**src/sv/art_ram.sv**
```systemverilog
`default_nettype none

module art_ram #(
    parameter int WIDTH = 8,
    parameter int DEPTH = 16,
    parameter int AW    = (DEPTH > 1) ? $clog2(DEPTH) : 1
) (
    input  wire logic             aclk,
    input  wire logic             wr_en,
    input  wire logic [AW-1:0]    wr_addr,
    input  wire logic [WIDTH-1:0] wr_data,
    input  wire logic             rd_en,
    input  wire logic [AW-1:0]    rd_addr,
    output logic      [WIDTH-1:0] rd_data
);

    logic [WIDTH-1:0] mem [DEPTH];

    always_ff @(posedge aclk) begin
        if (wr_en) begin
            mem[wr_addr] <= wr_data;
        end
        if (rd_en) begin
            rd_data <= mem[rd_addr];
        end
    end

endmodule

`default_nettype wire

```
**config.mk**
```make
export PLATFORM = sky130hd
export DESIGN_NAME = art_ram
export DESIGN_NICKNAME = d
export VERILOG_FILES = /design/src/sv/art_ram.sv
export SDC_FILE = /design/constraint.sdc
export NUM_CORES = 1
export LEC_CHECK = 0
export BUFFER_PORTS_ARGS = -buffer_cell sky130_fd_sc_hd__buf_4
export CAP_MARGIN = 0
export CORE_MARGIN = 2
export CORE_UTILIZATION = 55
export CTS_CLUSTER_SIZE = 30
export DETAILED_ROUTE_END_ITERATION = 10
export GPL_ROUTABILITY_DRIVEN = 1
export PLACE_DENSITY_LB_ADDON = 0.12
export SKIP_CTS_REPAIR_TIMING = 1
export SYNTH_ARGS = -nofsm -noshare
export SYNTH_HDL_FRONTEND = slang
export SYNTH_SLANG_ARGS = --single-unit
```
**constraint.sdc**
```tcl
create_clock -name aclk -period 2.42 [get_ports aclk]
set_input_delay 0.484 -clock aclk [delete_from_list [all_inputs] [get_ports aclk]]
set_output_delay 0.484 -clock aclk [all_outputs]
set_load 0.05 [all_outputs]
```
# [Word-level counts from Yosys, hierarchy flattened]
# Memories as Yosys holds them, arrays and structs flattened. A register that Yosys moved wholly into a read port is not among the register bits.
# Cells that the tools add are included.
[op_classes] n_mux=2
[op_table] operator="$mux 1" count=2
[totals] regBits=0 output_inout_bits=8 word_cells=3 n_memories=1 ram_bits=128 in_bits=19
[mem_list] name="mem" words=16 width=8 read_ports=1 rd_clocked_by_memory_dff=1 write_ports=1 line="17" source="logic [WIDTH-1:0] mem [DEPTH];"

# [Depth between registers and ports, before layout]
# Gate-level depths: netlist (run 1).
[depth] word_depth=2 ltp_mapped=5 depth_no_buf=3

# [Worst setup path after synthesis (run 1)]
# Ideal clock, no wire load.
[synth_timing] path_type="input to register" startpoint="input wr_addr[2]" endpoint="memory mem[0][0], enable pin" arrival_ns=1.594 required_ns=2.037 setup_ns=0.383 n_path_buf=0 setup_slack_ns=0.443 path_stages=2 path_cell_list="or3b_2 -> nor3_1"
[synth_rtl] element="start: declaration" line="10" source="input wire logic [AW-1:0] wr_addr,"
[synth_rtl] element="end: declaration" line="17"
# No word-level cell before the write port.

# [Worst setup path after layout (run 1)]
[layout_timing] startpoint="register rd_data[5] (read register of mem)" endpoint="output rd_data[5]"
[layout_rtl] element="start: declaration" line="14" source="output logic [WIDTH-1:0] rd_data"
# No word-level cell between the ends.

==> results.txt, run 1 <==
top cell type's share of synthesized area - 78.12%
Routed Antenna Nets - 0
post-synthesis mux area share - 14.79%
Cells after Synth - 229
Critical Path RT - 1.94 ns
share of layout cells above drive strength 1 - 32.33%
largest net degree at the start of global routing - 33
crit-path leading delay family - flip-flops
core area - 0.009240 mm2
clock sink count - 136
clk_lat worst skew - 0.52 ns
initial detailed-routing violation count - 163
PD cells - 882.9 mW/mm2
Die H - 101.5 um
Sw Share - 20.02%
Compound-Gate Fraction of Synth Area - 2.298%
ant diodes - 0
sequential cell area fraction in the yosys report - 78.12%
global placer's final weighted congestion - 0.7691
skew final - 0.009408 ns
clk root buf - clkbuf_8
max-slew violations - 0
sw power - 0.001111 W
Yosys reg bits - 136
Yosys cell types - 18
Num CTS Buffers - 17
CTS clk-pin slew, worst paths - 0.06 ns
WP buf/inv - 1
Worst R2R Path Depth - 3
detailed placement HPWL - 6.387 mm
area of the mapped netlist - 0.005228 mm2
1st-pass router iterations - 4
post-synth top area cell - edfxtp_1
pre-CTS setup slack - 0.4012 ns
vias per inst - 5.795
power consumption - 0.005551 W
Setup TNS - 0 ns
XOR/XNOR share of the synthesized area - 0%
Yosys Warn Count - 0
Worst Hold Class - primary input to flip-flop
endpoints failing setup - 0
CP arrival - 1.18 ns
min Tclk post-route - 1.665 ns
global-route wire length before repair - 14.95 mm
unrepaired setup endpoints after global routing - no
CP endpoint kind - output pin
clock power share - 46.5%
Die ar. - 0.01030 mm2
post-synthesis simple-gate area fraction - 3.135%
via count - 2486
Congestion Overflow GR - 0
fill cell count - 580
antenna violations before repair - 0
H-tree Lvls - 4
num ports - 27
area grow syn2layout - 20.27%
largest buffer count on any clock path - 2
worst-path cell chain - buf_4
max frequency - 600.5 MHz
Combinational Power Share - 5.3%
Slowest-stage cell, CP - edfxtp_1
main area contributors after synthesis - edfxtp_1, mux4_2, mux4_1
CTS tree - yes
worst rel slew slack - 53.52%
worst-margin pin slew - 0.6958 ns
WP depth - 1
Total GRT Usage - 21.53%
Die Span X - 101.5 um
Synthesized Nets - 248
syn avg cell area - 22.83 um2
drt wl/cell - 23.38 um
Post-Route WL - 10.03 mm
nets - 307
Adder-Cell Fraction of Synth Area - 0%
WHS Path Cells - 1
final hold violations - 0
CP max stage delay - 0.44 ns
largest family of logic cells by synthesized area - multiplexers
Port Buffer Count - 26
vias in the first global route - 2512
Setup WS post-layout - 0.7547 ns
leakage power - 2.150 nW
crit start category - flip-flop
worst-path maximum fanout - 1
max cap viols - 0
status - finished clean
# rows - 35
crit path kind - flip-flop to output pin
Internal - 0.004440 W
sequential power share - 48.1%
period utilisation layout - 68.81%
Initial Util - 56.57%
Max VDD drop - 0.6003 mV
DRC - 0
## logic make-up (layout without fill, tap and decap cells)
family / Yosys count / after routing
DFF: 136 / 136
buffers and inverters: 10 / 81
AOI/OAI and AO/OA: 16 / 16
muxes: 32 / 32
and+or+nand+nor: 35 / 35
## state kept, by name, summed over array words and instances, names as in the netlist
register / count
mem: 128
rd_data: 8
## per-stage QoR
stage | util, % | hold WS [ns] | cell area, um2 | std cells
finish | 68.04 | 0.2686 | 6287 | 429
global route | 68.04 | 0.2621 | 6287 | 429
CTS | 68.04 | 0.2596 | 6287 | 429
detailed placement | 61.58 | 0.7484 | 5690 | 398
global placement | 61.58 | 0.7355 | 5690 | 398
floorplan | - | 0.5829 | 5228 | 229
## power groups by stage
stage          clock network [W]  logic [W]  registers (W)
3_5_place_dp                   0   0.000297        0.00272
4_1_cts                  0.00261   0.000299        0.00267
6_report                 0.00258   0.000295        0.00267
3_3_place_gp                   0   0.000292        0.00272
2_1_floorplan                  0   0.000134        0.00275
5_1_grt                  0.00272   0.000318        0.00267
## final timing paths
kind / startpoint / to / slack, ns
max: rd_data[5] / rd_data[5] / 0.75
min: wr_data[1] / mem[8][1] / 0.27
max reg2reg: mem[9][4] / rd_data[4] / 0.85
min reg2reg: mem[15][3] / rd_data[3] / 0.76
## final cells by class
cell class	count	area (um2)	area share, %
clock buffers	19	421.7	6.706
flip-flops and latches	136	4084	64.96
clock inverters	12	175.2	2.786
well taps	129	161.4	2.567
repair buffers	50	387.9	6.169
multi-input cells	83	1057	16.82
## layer usage
layer  track usage [%]  up-vias  share of wire [%]  routed length (um)
met1             31.06     1275                 44                4397
met4             9.252        0                1.8                 176
met2             32.40       91                 49                4865
met3             4.831       16                5.9                 590
li1                  -     1104                  -                   -
met5                 0        -                  0                   0
## layout by cell type, fill, tap and decap left out
master        n
nand2b_1      2
nand2_1       9
edfxtp_1    136
nor3_1        4
clkbuf_8      1
buf_12        1
bufinv_16     4
nor2_1       13
clkbuf_1      2
clkbuf_16    16
nand3_1       1
mux4_1       14
clkinv_1      1
or3b_2        1
inv_6         2
clkinv_4      1
buf_4        49
nand3b_1      2
and2b_1       1
nor2b_1       1
clkinvlp_4    2
mux4_2       18
clkinv_2      2
and2_1        1
a22oi_1      16
## cell usage after synthesis
library cell and instances:
mux4_2 18, clkdlybuf4s25_2 3, nor2b_1 1, or3b_2 1, nand3_1 1, and2b_1 1
buf_2 3, mux4_1 14, nand2_1 9, and2_1 1, nor3_1 4, nand3b_1 2
buf_6 3, nor2_1 13, a22oi_1 16, buf_4 1, nand2b_1 2, edfxtp_1 136
Note: power is estimated with default switching activity, not from simulation.
==> run 2, diff against run 1 <==
ABC_AREA = 1   (was unset)
clock period = 1.4 ns   (was 2.42 ns; I/O delays follow)
==> run 2 against run 1 <==
Effect of this change:
- first-iteration DRC count is 79% higher
- critical path depth stayed put
- register-to-register slack worse by 0.63 ns
- worst setup slack worse by 0.74 ns
- area after synthesis is 12% higher
- hold slack worse by 0.21 ns
- cell count is 74% higher
- sequential share of layout area is 5.7 points lower
- critical endpoint is now rd_data[7]
==> results.txt, run 2 <==
leakage power - 2.995 nW (+39%)
CTS tree - yes
H-tree Lvls - 4 (unchanged)
nets - 618 (+100%)
clk root buf - clkbuf_8
initial detailed-routing violation count - 291 (+79%)
Synthesized Nets - 570 (+130%)
EDFF count, synth - 136 (unchanged)
endpoints failing setup - 0 (unchanged)
commonest non-fill, non-tap cell in the layout - nand2_1
top_reg_cell synth - edfxtp_1
Slowest-stage cell, CP - edfxtp_1
final hold slack - 0.06001 ns (-0.2085 ns)
worst-path cell chain - buf_6
num ports - 27 (unchanged)
fill cell count - 778 (+34%)
final hold violations - 0 (unchanged)
global placer's final weighted congestion - 0.8120 (+5.6%)
1st-pass router iterations - 5 (+1)
vias in the first global route - 3798 (+51%)
Num CTS Buffers - 17 (unchanged)
worst rel slew slack - 57.23% (+3.7 points)
Largest Register - mem
post-synth top area cell - edfxtp_1
core area - 0.01032 mm2 (+12%)
max-slew violations - 0 (unchanged)
Die Span X - 107.1 um (+5.5%)
PD cells - 1394 mW/mm2 (+58%)
Yosys Warn Count - 0 (unchanged)
crit start category - flip-flop
crit-path leading delay family - flip-flops
CP arrival - 1.11 ns (-0.07 ns)
status - finished clean
via count - 3940 (+58%)
ant diodes - 0 (unchanged)
main area contributors after synthesis - edfxtp_1, nand2_1, nand3_1
share of layout cells above drive strength 1 - 13.58% (-19 points)
Yosys reg bits - 136 (unchanged)
CP max stage delay - 0.41 ns (-0.03 ns)
clk_lat worst skew - 0.53 ns (about the same)
Max VDD drop - 0.8562 mV (+43%)
period utilisation layout - 99.08%
syn avg cell area - 10.61 um2 (-54%)
largest buffer count on any clock path - 2 (unchanged)
area grow syn2layout - 17.95%
CP endpoint kind - output pin
drt wl/cell - 17.62 um (-25%)
global-route wire length before repair - 20.80 mm (+39%)
Routed Antenna Nets - 0 (unchanged)
Yosys cell types - 11 (-7)
Initial Util - 56.64% (+0.061 points)
crit path kind - flip-flop to output pin
max frequency - 720.9 MHz
# rows - 37 (+5.7%)
area of the mapped netlist - 0.005847 mm2 (+12%)
Regs by FF count - mem: 128 flops, rd_data: 8 flops
min Tclk post-route - 1.387 ns
Total GRT Usage - 25.26% (+3.7 points)
detailed placement HPWL - 8.121 mm (+27%)
sequential cell area fraction in the yosys report - 69.85% (-8.3 points)
skew final - 0.009081 ns (-0.0003272 ns)
top cell type's share of synthesized area - 69.85% (-8.3 points)
max cap viols - 0 (unchanged)
Congestion Overflow GR - 0 (unchanged)
Port Buffer Count - 26 (unchanged)
Die ar. - 0.01147 mm2 (+11%)
Cells after Synth - 551 (+140%)
DRC - 0 (unchanged)
WP buf/inv - 1 (unchanged)
cell with the most instances after synthesis - nand2_1
commonest cells after routing, fill and taps aside - nand2_1, edfxtp_1, inv_1
worst-path maximum fanout - 1 (unchanged)
Worst Hold Class - primary input to flip-flop
Register Area - 0.004084 mm2 (unchanged)
antenna violations before repair - 0 (unchanged)
Die H - 107.1 um (+5.5%)
Setup TNS - 0 ns (unchanged)
unrepaired setup endpoints after global routing - yes
multi-input logic area - 0.001214 mm2 (+15%)
fraction of registers with async set/reset - 0% (unchanged)
CTS clk-pin slew, worst paths - 0.06 ns (about the same)
Post-Route WL - 13.16 mm (+31%)
vias per inst - 5.274 (-9.0%)
worst-margin pin slew - 0.6407 ns (-0.05509 ns)
most common library cells after synthesis - nand2_1, edfxtp_1, inv_1
max reg flops - 128 (unchanged)
clock sink count - 136 (unchanged)
largest net degree at the start of global routing - 42 (+27%)
Critical Path RT - 1.12 ns (-0.82 ns)
## run 2: changes by cell type in the layout (fill, tap and decap cells not counted), moves of 7 or more
| cell | change |
|---|---|
| a22oi_1 | -16 |
| buf_4 | -7 |
| buf_6 | +7 |
| inv_1 | +100 |
| mux4_1 | -14 |
| mux4_2 | -18 |
| nand2_1 | +164 |
| nand3_1 | +96 |
## run 2: power by group
| part | switching (W) | leakage (nW) | internal, W |
|---|---|---|---|
| registers | 0.0000283 | 1.24 | 0.00459 |
| logic | 0.000464 | 1.48 | 0.000218 |
| clock network | 0.00163 | 0.276 | 0.00268 |
| total | 0.00213 | 2.99 | 0.00749 |
## run 2: layout make-up
class / instances / share of cell area [%]
Clock buffer: 17 / 6.005
Clock inverter: 14 / 2.286
Inverter: 102 / 5.552
Multi-Input combinational cell: 289 / 17.60
Sequential cell: 136 / 59.22
Tap cell: 136 / 2.467
Timing Repair Buffer: 53 / 6.876
## run 2: per-layer routing
| layer | vias up | global-route usage [%] | routed length [um] | part of all wire [%] |
|---|---|---|---|---|
| met3 | 22 | 6.809 | 1073 | 8.2 |
| met2 | 170 | 37.93 | 6215 | 47 |
| met4 | 0 | 8.442 | 212 | 1.6 |
| met1 | 1870 | 35.97 | 5662 | 43 |
| li1 | 1878 | - | - | - |
| met5 | - | 0 | 0 | 0 |
## run 2: worst paths after layout
check | startpoint | depth (start not counted) | slack, ns | endpoint
worst min-delay path | rd_en | 1 | 0.06 | rd_data[1]
worst max-delay path | rd_data[7] | 1 | 0.01 | rd_data[7]
worst max register to register | mem[9][0] | 6 | 0.22 | rd_data[0]
worst min register to register | mem[4][1] | 6 | 0.76 | rd_data[1]
## run 2: cell families after synthesis
family | synth area share [%]
AND/OR/NAND/NOR | 20.76
buffers and inverters | 9.394
flip-flops | 69.85
## run 2: stage by stage
| step | utilization (%) | worst slack [ns] | cell area, um2 | power (W) | std cells |
|---|---|---|---|---|---|
| global route | 66.80 | -0.02747 | 6897 | 0.009913 | 747 |
| detailed placement | 61.01 | -0.1285 | 6299 | 0.005366 | 716 |
| floorplan | - | 0.1692 | 5847 | 0.005084 | 551 |
| global placement | 61.01 | -0.1209 | 6299 | 0.005356 | 716 |
| CTS | 66.55 | -0.02167 | 6870 | 0.009632 | 747 |
| finish | 66.80 | 0.01284 | 6897 | 0.009612 | 747 |
